`config.mk`:
```
export PLATFORM = sky130hd
export DESIGN_NAME = rtp_header_parser_core_flat
export DESIGN_NICKNAME = d
export VERILOG_FILES = /design/src/rtl/rtp_pkg.sv /design/src/rtl/rtp_byte_if.sv /design/src/rtl/rtp_result_if.sv /design/src/rtl/rtp_header_parser_core.sv /design/src/rtl/rtp_decode.sv /design/src/flat_wrapper.sv
export SDC_FILE = /design/constraint.sdc
export NUM_CORES = 1
export LEC_CHECK = 0
export BUFFER_PORTS_ARGS = -buffer_cell sky130_fd_sc_hd__clkbuf_2
export CORE_MARGIN = 4
export CORE_UTILIZATION = 57
export DETAILED_ROUTE_END_ITERATION = 16
export PLACE_DENSITY = 0.79
export SKIP_CTS_REPAIR_TIMING = 1
export SYNTH_ARGS = -nofsm -noshare
export SYNTH_HDL_FRONTEND = slang
export SYNTH_SLANG_ARGS = --single-unit
```
`constraint.sdc`:
```
create_clock -name clk -period 9.5 [get_ports clk]
set_input_delay 2.375 -clock clk [delete_from_list [all_inputs] [get_ports clk]]
set_output_delay 2.375 -clock clk [all_outputs]
set_load 0.05 [all_outputs]
```
`src/rtl/rtp_pkg.sv`:
```
// Shared types and constants for the RTP fixed-header parser.
package rtp_pkg;

  // Fixed header length and the byte position just past the longest CSRC list (saturation point)
  localparam logic [6:0] HDR_LEN = 7'd12;
  localparam logic [6:0] POS_MAX = 7'd72;

  typedef enum logic [1:0] {
    KIND_HEADER  = 2'd0,
    KIND_CSRC    = 2'd1,
    KIND_PAYLOAD = 2'd2,
    KIND_SHORT   = 2'd3
  } kind_t;

  // Parser context carried from byte to byte
  typedef struct packed {
    logic [6:0]  bytes_seen;
    logic [15:0] first_two_bytes;
    logic [15:0] sequence_value;
    logic [31:0] timestamp_value;
    logic [31:0] source_id;
    logic [23:0] partial_word;
  } parse_state_t;

  // One result item
  typedef struct packed {
    kind_t       kind;
    logic [1:0]  version;
    logic        padding;
    logic        extension;
    logic [3:0]  src_count;
    logic        marker;
    logic [6:0]  pay_type;
    logic [15:0] seq_num;
    logic [31:0] timestamp;
    logic [31:0] ssrc;
    logic [31:0] data;
    logic        packet_done;
  } result_t;

endpackage

```
`src/rtl/rtp_byte_if.sv`:
```
// Byte stream channel: one packet byte per transfer with an end-of-packet flag.
interface rtp_byte_if;
  logic       valid;
  logic       ready;
  logic [7:0] byte_value;
  logic       final_byte;

  modport source (output valid, output byte_value, output final_byte, input ready);
  modport sink (input valid, input byte_value, input final_byte, output ready);
endinterface

```
`src/rtl/rtp_result_if.sv`:
```
// Result channel: decoded header, CSRC word, payload byte or short-packet error.
interface rtp_result_if;
  logic        valid;
  logic        ready;
  logic [1:0]  kind;
  logic [1:0]  version;
  logic        padding;
  logic        extension;
  logic [3:0]  src_count;
  logic        marker;
  logic [6:0]  pay_type;
  logic [15:0] seq_num;
  logic [31:0] timestamp;
  logic [31:0] ssrc;
  logic [31:0] data;
  logic        packet_done;

  modport source (
    output valid, input ready,
    output kind, output version, output padding, output extension, output src_count,
    output marker, output pay_type, output seq_num, output timestamp,
    output ssrc, output data, output packet_done
  );
  modport sink (
    input valid, output ready,
    input kind, input version, input padding, input extension, input src_count,
    input marker, input pay_type, input seq_num, input timestamp,
    input ssrc, input data, input packet_done
  );
endinterface

```
`src/rtl/rtp_header_parser_core.sv`:
```
// Top level of the RTP fixed-header parser: input stage, decode, result register.
//
//   channel     | dir | payload                                   | transfer
//   ------------+-----+-------------------------------------------+-----------------
//   byte_in     | in  | byte_value[7:0], final_byte               | valid & ready
//   result_out  | out | kind, header fields, data[31:0], packet_done | valid & ready
//
// One byte per cycle sustained while result_out is not stalled; a byte is held in
// the input register, then decoded into the result register, from which its result
// transfers out.
// rst is synchronous and clears both stage valids and the parser context.
// A stalled result register holds the decode stage; the input register keeps
// taking a byte whenever the decode stage moves on in the same cycle.
module rtp_header_parser_core
  import rtp_pkg::*;
(
  input  logic         clk,
  input  logic         rst,
  rtp_byte_if.sink     byte_in,
  rtp_result_if.source result_out
);

  logic         s1_valid;
  logic [7:0]   s1_byte;
  logic         s1_final;
  logic         s1_advance;

  parse_state_t state;
  parse_state_t state_next;
  result_t      dec_result;
  logic         dec_has_result;

  logic         out_valid;
  result_t      out_result;

  // Move the input stage on when the result register is free or draining
  assign s1_advance    = s1_valid && (!out_valid || result_out.ready);
  assign byte_in.ready = !s1_valid || s1_advance;

  // Input register
  always_ff @(posedge clk) begin
    if (rst) begin
      s1_valid <= 1'b0;
    end else if (byte_in.ready) begin
      s1_valid <= byte_in.valid;
    end
  end

  always_ff @(posedge clk) begin
    if (byte_in.valid && byte_in.ready) begin
      s1_byte  <= byte_in.byte_value;
      s1_final <= byte_in.final_byte;
    end
  end

  rtp_decode u_decode (
    .state      (state),
    .byte_value (s1_byte),
    .final_byte (s1_final),
    .state_next (state_next),
    .result     (dec_result),
    .has_result (dec_has_result)
  );

  // Parser context
  always_ff @(posedge clk) begin
    if (rst) begin
      state <= '0;
    end else if (s1_advance) begin
      state <= state_next;
    end
  end

  // Result register
  always_ff @(posedge clk) begin
    if (rst) begin
      out_valid <= 1'b0;
    end else if (s1_advance) begin
      out_valid <= dec_has_result;
    end else if (result_out.ready) begin
      out_valid <= 1'b0;
    end
  end

  always_ff @(posedge clk) begin
    if (s1_advance && dec_has_result) begin
      out_result <= dec_result;
    end
  end

  // Drive the result channel
  assign result_out.valid       = out_valid;
  assign result_out.kind        = out_result.kind;
  assign result_out.version     = out_result.version;
  assign result_out.padding     = out_result.padding;
  assign result_out.extension   = out_result.extension;
  assign result_out.src_count   = out_result.src_count;
  assign result_out.marker      = out_result.marker;
  assign result_out.pay_type    = out_result.pay_type;
  assign result_out.seq_num     = out_result.seq_num;
  assign result_out.timestamp   = out_result.timestamp;
  assign result_out.ssrc        = out_result.ssrc;
  assign result_out.data        = out_result.data;
  assign result_out.packet_done = out_result.packet_done;

  // Byte position never runs past the end of the longest CSRC list
  a_pos_bound: assert property (@(posedge clk) disable iff (rst)
    state.bytes_seen <= POS_MAX)
    else $error("byte position beyond saturation point");

  // A final byte restarts the position count
  a_pos_restart: assert property (@(posedge clk) disable iff (rst)
    s1_advance && s1_final |=> state.bytes_seen == 7'd0)
    else $error("position not cleared after final byte");

  // A short-packet error always closes the packet
  a_short_done: assert property (@(posedge clk) disable iff (rst)
    out_valid && out_result.kind == KIND_SHORT |-> out_result.packet_done)
    else $error("short-packet error without packet_done");

  // A payload byte only occupies the low eight data bits
  a_payload_width: assert property (@(posedge clk) disable iff (rst)
    out_valid && out_result.kind == KIND_PAYLOAD |-> out_result.data[31:8] == 24'h000000)
    else $error("payload item with high data bits set");

  // Results only come from a byte that the decode stage took
  a_out_source: assert property (@(posedge clk) disable iff (rst)
    $rose(out_valid) |-> $past(s1_advance))
    else $error("result appeared without a decoded byte");

endmodule

```
`src/rtl/rtp_decode.sv`:
```
// Per-byte decode: next parser context and the result item for one byte.
module rtp_decode
  import rtp_pkg::*;
(
  input  parse_state_t state,
  input  logic [7:0]   byte_value,
  input  logic         final_byte,
  output parse_state_t state_next,
  output result_t      result,
  output logic         has_result
);

  logic [6:0] pos;
  logic [7:0] b0;
  logic [7:0] b1;
  logic [3:0] cc;
  logic [6:0] list_end;

  always_comb begin
    pos        = state.bytes_seen;
    state_next = state;
    result     = '0;
    has_result = 1'b0;

    // Shift the byte into the field it belongs to
    if (pos == 7'd0) begin
      state_next.first_two_bytes = {byte_value, 8'h00};
    end else if (pos == 7'd1) begin
      state_next.first_two_bytes = {state.first_two_bytes[15:8], byte_value};
    end else if (pos < 7'd4) begin
      state_next.sequence_value = {state.sequence_value[7:0], byte_value};
    end else if (pos < 7'd8) begin
      state_next.timestamp_value = {state.timestamp_value[23:0], byte_value};
    end else if (pos < HDR_LEN) begin
      state_next.source_id = {state.source_id[23:0], byte_value};
    end

    b0       = state_next.first_two_bytes[15:8];
    b1       = state_next.first_two_bytes[7:0];
    cc       = b0[3:0];
    list_end = HDR_LEN + {1'b0, cc, 2'b00};

    // Pick the result for this position
    if (pos < HDR_LEN - 7'd1) begin
      if (final_byte) begin
        result.kind        = KIND_SHORT;
        result.packet_done = 1'b1;
        has_result         = 1'b1;
      end
    end else if (pos == HDR_LEN - 7'd1) begin
      has_result = 1'b1;
      if (final_byte && cc != 4'd0) begin
        result.kind        = KIND_SHORT;
        result.packet_done = 1'b1;
      end else begin
        result.kind        = KIND_HEADER;
        result.version     = b0[7:6];
        result.padding     = b0[5];
        result.extension   = b0[4];
        result.src_count   = cc;
        result.marker      = b1[7];
        result.pay_type    = b1[6:0];
        result.seq_num     = state_next.sequence_value;
        result.timestamp   = state_next.timestamp_value;
        result.ssrc        = state_next.source_id;
        result.packet_done = final_byte;
      end
    end else if (pos < list_end) begin
      // CSRC words start on a multiple of four, so the low bits give the byte lane
      if (pos[1:0] == 2'd3) begin
        has_result = 1'b1;
        if (final_byte && (pos + 7'd1) != list_end) begin
          result.kind        = KIND_SHORT;
          result.packet_done = 1'b1;
        end else begin
          result.kind        = KIND_CSRC;
          result.data        = {state.partial_word, byte_value};
          result.packet_done = final_byte;
        end
      end else begin
        state_next.partial_word = {state.partial_word[15:0], byte_value};
        if (final_byte) begin
          result.kind        = KIND_SHORT;
          result.packet_done = 1'b1;
          has_result         = 1'b1;
        end
      end
    end else begin
      result.kind        = KIND_PAYLOAD;
      result.data        = {24'h000000, byte_value};
      result.packet_done = final_byte;
      has_result         = 1'b1;
    end

    // Advance the byte position, saturating past the longest CSRC list
    if (final_byte) begin
      state_next.bytes_seen = 7'd0;
    end else if (pos < POS_MAX) begin
      state_next.bytes_seen = pos + 7'd1;
    end
  end

endmodule
```
`src/flat_wrapper.sv`:
```
// flat-port wrapper written by rule: the top's interface ports become plain ports
module rtp_header_parser_core_flat import rtp_pkg::*;
  (clk, rst, byte_in_valid, byte_in_byte_value, byte_in_final_byte, byte_in_ready, result_out_valid, result_out_ready, result_out_kind, result_out_version, result_out_padding, result_out_extension, result_out_src_count, result_out_marker, result_out_pay_type, result_out_seq_num, result_out_timestamp, result_out_ssrc, result_out_data, result_out_packet_done);
  rtp_byte_if byte_in_i ();
  rtp_result_if result_out_i ();
  input  logic clk;
  input  logic rst;
  input wire logic [$bits(byte_in_i.valid)-1:0] byte_in_valid;
  input wire logic [$bits(byte_in_i.byte_value)-1:0] byte_in_byte_value;
  input wire logic [$bits(byte_in_i.final_byte)-1:0] byte_in_final_byte;
  output wire logic [$bits(byte_in_i.ready)-1:0] byte_in_ready;
  output wire logic [$bits(result_out_i.valid)-1:0] result_out_valid;
  input wire logic [$bits(result_out_i.ready)-1:0] result_out_ready;
  output wire logic [$bits(result_out_i.kind)-1:0] result_out_kind;
  output wire logic [$bits(result_out_i.version)-1:0] result_out_version;
  output wire logic [$bits(result_out_i.padding)-1:0] result_out_padding;
  output wire logic [$bits(result_out_i.extension)-1:0] result_out_extension;
  output wire logic [$bits(result_out_i.src_count)-1:0] result_out_src_count;
  output wire logic [$bits(result_out_i.marker)-1:0] result_out_marker;
  output wire logic [$bits(result_out_i.pay_type)-1:0] result_out_pay_type;
  output wire logic [$bits(result_out_i.seq_num)-1:0] result_out_seq_num;
  output wire logic [$bits(result_out_i.timestamp)-1:0] result_out_timestamp;
  output wire logic [$bits(result_out_i.ssrc)-1:0] result_out_ssrc;
  output wire logic [$bits(result_out_i.data)-1:0] result_out_data;
  output wire logic [$bits(result_out_i.packet_done)-1:0] result_out_packet_done;
  assign byte_in_i.valid = byte_in_valid;
  assign byte_in_i.byte_value = byte_in_byte_value;
  assign byte_in_i.final_byte = byte_in_final_byte;
  assign byte_in_ready = byte_in_i.ready;
  assign result_out_valid = result_out_i.valid;
  assign result_out_i.ready = result_out_ready;
  assign result_out_kind = result_out_i.kind;
  assign result_out_version = result_out_i.version;
  assign result_out_padding = result_out_i.padding;
  assign result_out_extension = result_out_i.extension;
  assign result_out_src_count = result_out_i.src_count;
  assign result_out_marker = result_out_i.marker;
  assign result_out_pay_type = result_out_i.pay_type;
  assign result_out_seq_num = result_out_i.seq_num;
  assign result_out_timestamp = result_out_i.timestamp;
  assign result_out_ssrc = result_out_i.ssrc;
  assign result_out_data = result_out_i.data;
  assign result_out_packet_done = result_out_i.packet_done;
  rtp_header_parser_core u_core (.clk(clk), .rst(rst), .byte_in(byte_in_i), .result_out(result_out_i));
endmodule
```
==> impl_metrics.py, run 1 <==
metrics = {
    "status": {
        "status": "completed",
    },
    "worst_setup_path": {
        "rr_startpoint": "u_core.state[123]$_SDFFE_PP0P_",
        "reg2reg_depth": 13,
        "worst-endpoint-required_ns": 9.64,
        "r2r_slack_ns": 3.85,
        "crit_fanout": 70,
        "worstPathArrival_ns": 5.79,
        "r2r-end": "u_core.result_out.data[29]$_SDFFCE_PP0P_",
        "cp-end-kind": "register",
        "startpoint_type": "register",
        "criticalPathCategory": "register to register",
    },
    "floorplan": {
        "design.portCount": 146,
        "die_area_um2": 21330,
        "start_util_pct": 58.08,
        "die_w_um": 146.1,
        "die_height_um": 146.1,
        "core_um2": 18710,
        "fp-row-count": 50,
    },
    "power_and_ir_drop": {
        "internal_power_uw": 1852,
        "total_power_uw": 2406,
        "combPwrFrac_pct": 5.7,
        "seqPwrFrac_pct": 50.9,
        "power_frac_clock_pct": 43.4,
        "p_per_area_nw_per_um2": 192.6,
        "netSwitchingFraction_pct": 23.04,
        "peakVddDrop_uv": 122.9,
        "p_switching_uw": 554.4,
        "p_leak_uw": 0.004207,
    },
    "layout": {
        "diodes": 0,
        "nets": 1183,
        "nFillCells": 1395,
        "stdcell_count": 1418,
        "layout-drive-gt1-share_pct": 20.35,
        "areaGrowthSynthToFinish_pct": 14.98,
    },
    "sta": {
        "max_slew.worst_pin.slew_ns": 1.268,
        "period_share_pct": 59.45,
        "hold_violations": 0,
        "report.final.slew_viol_count": 0,
        "setup_viol": 0,
        "fmax_mhz": 177.1,
        "rsz0062_at_grt": "no",
        "finClkSkew_ns": 0.01407,
        "slew_headroom_pct": 15.49,
        "tns_ns": 0,
        "fin_crit_ns": 5.648,
        "setup_ws_ns": 3.852,
    },
    "clock_tree": {
        "cts.clk_slew.worst_paths_ns": 0.06,
        "cts_root_buf": "clkbuf_16",
        "cts_buffers": 27,
        "htree_levels": 1,
        "cts.sinks": 261,
        "cts_tree": "built",
        "clk_latency_ns": 0.52,
        "clockBufferDepth": 3,
    },
    "global_route": {
        "grt_max_degree": 71,
        "grt_first_pass_wirelength_um": 39450,
        "grt.total_usage_pct": 22.34,
        "grt_pass1_vias": 7376,
        "grt_overflow": 0,
        "antenna_found_initial": 0,
    },
    "hold_path": {
        "hold_start": "u_core.state[42]$_SDFFE_PP0P_",
        "hold_class": "register to register",
        "hold_depth": 2,
        "holdPathEnd": "u_core.state[42]$_SDFFE_PP0P_",
    },
    "synth": {
        "synth.most_common_cell": "nand2_1",
        "synth-edff-count": 140,
        "synth_area_um2": 10860,
        "synthTopCellsByCount": "287 x nand2_1, 151 x a21oi_1, 140 x edfxtp_1",
        "synth_area_leaders": "edfxtp_1 39%, dfxtp_1 22%, nand2_1 9.9%, a21oi_1 7.0%, mux2i_1 3.1%",
        "yosysSeqAreaShare_pct": 60.99,
        "syn_avg_cell_area_um2": 10.23,
        "yosysUniqueCellTypes": 52,
        "synth_flop_cell": "edfxtp_1",
        "synth_top_area_share_pct": 38.70,
        "syn-num-nets": 1082,
        "synth_seq_cells": 261,
        "syn_inst": 1062,
        "ys_warn_count": 0,
        "async_flop_share_pct": 0,
        "synth_top_area_cell": "edfxtp_1",
    },
    "drt": {
        "vias": 7883,
        "drtAntennaViolNets": 0,
        "avgViaCountPerCell": 5.559,
        "route.detailed.drc": 0,
        "drtPass1Iterations": 5,
        "drt_wl_total_um": 24510,
        "drtIter0Drc": 694,
        "wire_per_inst_um": 17.28,
    },
    "placement": {
        "portBuffers": 145,
        "dp.cells": 1368,
        "post-place-ws_ns": 3.937,
        "hpwl_um": 15260,
        "globalplace.congestion": 0.9727,
    },
    "run": {
        "cap_violations": 0,
    },
}
==> metal layers <==
| layer | track usage [%] | vias up | share of wire (%) |
|---|---|---|---|
| met5 | 0 | - | 0 |
| met4 | 5.974 | 0 | 2.2 |
| met3 | 4.283 | 42 | 7.4 |
| met2 | 35.57 | 310 | 46 |
| met1 | 31.80 | 3702 | 45 |
| li1 | - | 3829 | - |
==> cell families after synthesis <==
kind of cell    Yosys count  synth area share, %
simple gates            462                20.03
flops                   261                60.99
compound gates          195                10.13
buf+inv                  91                3.870
mux                      37                3.444
xor+xnor                  9               0.7256
fa+ha+maj                 7               0.8061
==> power by group through the flow <==
stage	Clock [uW]	Combinational (uW)	Sequential [uW]
finish	1040	137	1230
global route	1110	146	1230
CTS	1060	137	1220
detailed placement	0	137	1250
global placement	0	136	1250
floorplan	0	55.2	1300
==> cells in the final DEF (no fill, tap or decap), drive strengths merged, types with 12 or more instances in the layout <==
cell type  count
clkbuf       181
nor2          64
o21ai         12
nand2        287
edfxtp       140
mux2i         34
buf           13
a21oi        151
dfxtp        121
and2          39
nor3b         26
==> state kept, by name (all words and copies together), names as in the netlist <==
signal                         flops
u_core.result_out.data            32
u_core.result_out.extension        1
u_core.result_out.kind             2
u_core.result_out.marker           1
u_core.result_out.packet_done      1
u_core.result_out.padding          1
u_core.result_out.pay_type         7
u_core.result_out.seq_num         16
u_core.result_out.src_count        4
u_core.result_out.ssrc            32
u_core.result_out.timestamp       32
u_core.result_out.valid            1
u_core.result_out.version          2
u_core.s1_byte                     8
u_core.s1_final                    1
u_core.s1_valid                    1
u_core.state                     119
==> how the worst max path moves through the flow <==
stage | startpoint | endpoint | slack, ns | cells after the start
final | u_core.state[123]$_SDFFE_PP0P_ | u_core.result_out.data[29]$_SDFFCE_PP0P_ | 3.85 | 13
after CTS | u_core.state[123]$_SDFFE_PP0P_ | u_core.result_out.data[29]$_SDFFCE_PP0P_ | 3.92 | 13
after detailed placement | u_core.state[123]$_SDFFE_PP0P_ | u_core.result_out.data[28]$_SDFFCE_PP0P_ | 3.94 | 13
after global placement | u_core.state[123]$_SDFFE_PP0P_ | u_core.result_out.data[28]$_SDFFCE_PP0P_ | 4.16 | 13
after floorplan | result_out_ready | u_core.result_out.data[0]$_SDFFCE_PP0P_ | 0.72 | 3
after global routing | u_core.state[123]$_SDFFE_PP0P_ | u_core.result_out.ssrc[31]$_SDFFCE_PP0P_ | 3.44 | 13
==> cell type report <==
class | instances | area, um2 | area share [%]
repair buffers | 157 | 818.3 | 6.550
clock inverters | 13 | 127.6 | 1.022
clock buffers | 37 | 764.5 | 6.120
inverters | 6 | 22.52 | 0.1803
well taps | 234 | 292.8 | 2.344
multi-input cells | 710 | 3840 | 30.74
flip-flops and latches | 261 | 6626 | 53.04
==> worst max-delay path: stages (launching register included) <==
cell and delay (ns):
dfxtp_1 0.45, nor3_2 0.67, and2_1 0.69, and3_1 0.26, a31oi_1 0.04, ha_1 0.30
o21ai_0 0.08, a21oi_1 0.17, o221ai_2 0.19, a21oi_1 0.33, nor2_1 0.12, nor2_4 0.57
buf_4 0.56, buf_4 0.75
==> stage by stage <==
step                      hold slack, ns  area [um2]  util, %
after floorplan                   0.4317       10860        -
after global placement            0.4372       11600    62.01
after detailed placement          0.4429       11600    62.01
after CTS                         0.4510       12490    66.78
after global routing              0.4682       12490    66.78
final                             0.4506       12490    66.78
Note: power is estimated with default switching activity, not from simulation.
==> run 2, diff against run 1 <==
==> constraint.sdc (replaced) <==
create_clock -name clk -period 5.6 [get_ports clk]
set_input_delay 1.4 -clock clk [delete_from_list [all_inputs] [get_ports clk]]
set_output_delay 1.4 -clock clk [all_outputs]
set_load 0.05 [all_outputs]
==> run 2 against run 1 <==
  * Final area is 0.28% lower
  * Sequential share of layout area grew 0.15 points
  * Clock skew barely moved
  * Sequential cell count unchanged
  * Fmax is 28% higher
  * Largest cell class unchanged
  * Non-clock buffer count grew 2
==> impl_metrics.py, run 2 (same netlist as run 1, synthesis figures left out) <==
metrics = {
    "placement": {
        "placed_area_um2": 11640,
        "hpwl_um": 15930,
        "globalplace.congestion": 0.9404,
        "portBuffers": 145,
        "post-place-ws_ns": 1.229,
    },
    "power_and_ir_drop": {
        "power_frac_clock_pct": 42.1,
        "peakVddDrop_uv": 204.0,
        "p_switching_uw": 906.9,
        "netSwitchingFraction_pct": 22.69,
        "total_power_uw": 3997,
        "combPwrFrac_pct": 5.8,
        "p_per_area_nw_per_um2": 320.9,
        "seqPwrFrac_pct": 52.0,
        "p_leak_uw": 0.004191,
        "internal_power_uw": 3091,
    },
    "sta": {
        "slew_headroom_pct": 24.72,
        "hold_violations": 0,
        "fmax_mhz": 227.5,
        "tns_ns": 0,
        "fin_crit_ns": 4.396,
        "setup_ws_ns": 1.204,
        "finClkSkew_ns": 0.01402,
        "period_share_pct": 78.51,
        "max_slew.worst_pin.slew_ns": 1.123,
        "rsz0062_at_grt": "no",
        "report.final.slew_viol_count": 0,
        "setup_viol": 0,
    },
    "floorplan": {
        "design.portCount": 146,
        "start_util_pct": 58.08,
        "die_area_um2": 21330,
        "die_w_um": 146.1,
        "core_um2": 18710,
        "die_height_um": 146.1,
        "fp-row-count": 50,
    },
    "worst_setup_path": {
        "worstPathArrival_ns": 4.59,
        "startpoint_type": "register",
        "worst-endpoint-required_ns": 5.79,
        "crit_fanout": 24,
        "cp-end-kind": "register",
        "criticalPathCategory": "register to register",
    },
    "layout": {
        "largest_register": "u_core.state",
        "largest_reg_flops": 119,
        "areaGrowthSynthToFinish_pct": 14.66,
        "layout-drive-gt1-share_pct": 19.73,
        "nFillCells": 1427,
        "final_cell_area_um2": 12460,
        "diodes": 0,
        "nets": 1183,
        "fin_util_pct": 66.60,
        "final_cell_mix": "287 x nand2_1, 151 x a21oi_1, 144 x clkbuf_2",
        "final_common_cell": "nand2_1",
    },
    "global_route": {
        "grt_pass1_vias": 7598,
        "grt_max_degree": 87,
        "grt_overflow": 0,
        "antenna_found_initial": 0,
        "grt_first_pass_wirelength_um": 40770,
        "grt.total_usage_pct": 23.26,
    },
    "drt": {
        "drtAntennaViolNets": 0,
        "routed-wl-met2_um": 11760,
        "routed.top_layer": "met4",
        "drtIter0Drc": 767,
        "drt-met1-wl_um": 10860,
        "drtPass1Iterations": 5,
        "route.detailed.drc": 0,
        "wire_per_inst_um": 17.80,
        "drt_wl_total_um": 25190,
        "dr_wl_met3_um": 1751,
        "vias": 7991,
        "avgViaCountPerCell": 5.647,
    },
    "status": {
        "status": "completed",
    },
    "clock_tree": {
        "cts_buffers": 25,
        "cts.sinks": 261,
        "cts_root_buf": "clkbuf_16",
        "cts.clk_slew.worst_paths_ns": 0.06,
        "cts_tree": "built",
        "clk_latency_ns": 0.52,
        "htree_levels": 1,
        "clockBufferDepth": 3,
    },
    "run": {
        "cap_violations": 0,
    },
    "hold_path": {
        "hold_class": "register to register",
    },
}
## run 2: worst max-delay path, cell delays in order, from the launching register on
cell and delay (ns):
dfxtp_1 0.44, nor3_2 0.61, nand2_1 0.49, o21ai_0 0.38, ha_1 0.25, o21ai_0 0.10
a21oi_1 0.15, o221ai_2 0.19, a21oi_1 0.30, nor2_1 0.11, nor2_4 0.62, buf_4 0.42
## run 2: power groups by stage
stage	combinational (uW)	clock [uW]	sequential (uW)
6_report	233	1680	2080
5_1_grt	247	1790	2080
4_1_cts	234	1710	2080
3_5_place_dp	233	0	2120
3_3_place_gp	232	0	2120
2_1_floorplan	94.3	0	2190
## run 2: cell type report
class / instances / area, um2 / share of cell area [%]
Sequential cell: 261 / 6626 / 53.19
Inverter: 6 / 22.52 / 0.1808
Clock buffer: 35 / 693.2 / 5.565
Multi-Input combinational cell: 710 / 3840 / 30.83
Timing Repair Buffer: 159 / 858.3 / 6.890
Clock inverter: 10 / 123.9 / 0.9944
Tap cell: 234 / 292.8 / 2.350
## run 2: path summary, 6_finish.rpt
kind                                              to  slack, ns  cells past startpoint                            from
max          u_core.result_out.data[8]$_SDFFCE_PP0P_       1.20                     11  u_core.state[123]$_SDFFE_PP0P_
min reg2reg            u_core.state[45]$_SDFFE_PP0P_       0.45                      2   u_core.state[45]$_SDFFE_PP0P_
min                    u_core.state[45]$_SDFFE_PP0P_       0.45                      2   u_core.state[45]$_SDFFE_PP0P_
max reg2reg  u_core.result_out.data[8]$_SDFFCE_PP0P_       1.20                     11  u_core.state[123]$_SDFFE_PP0P_
## run 2: per-stage QoR
stage / hold slack, ns / cells
2_1_floorplan: 0.4317 / 1062
3_3_place_gp: 0.4378 / 1370
3_5_place_dp: 0.4426 / 1370
4_1_cts: 0.4510 / 1415
5_1_grt: 0.4709 / 1415
6_report: 0.4505 / 1415
## run 2: routing by layer
metal	global-route usage, %	vias to the layer above
met1	33.06	3777
met4	8.090	0
met3	3.228	60
met2	37.10	327
li1	-	3827
met5	0	-
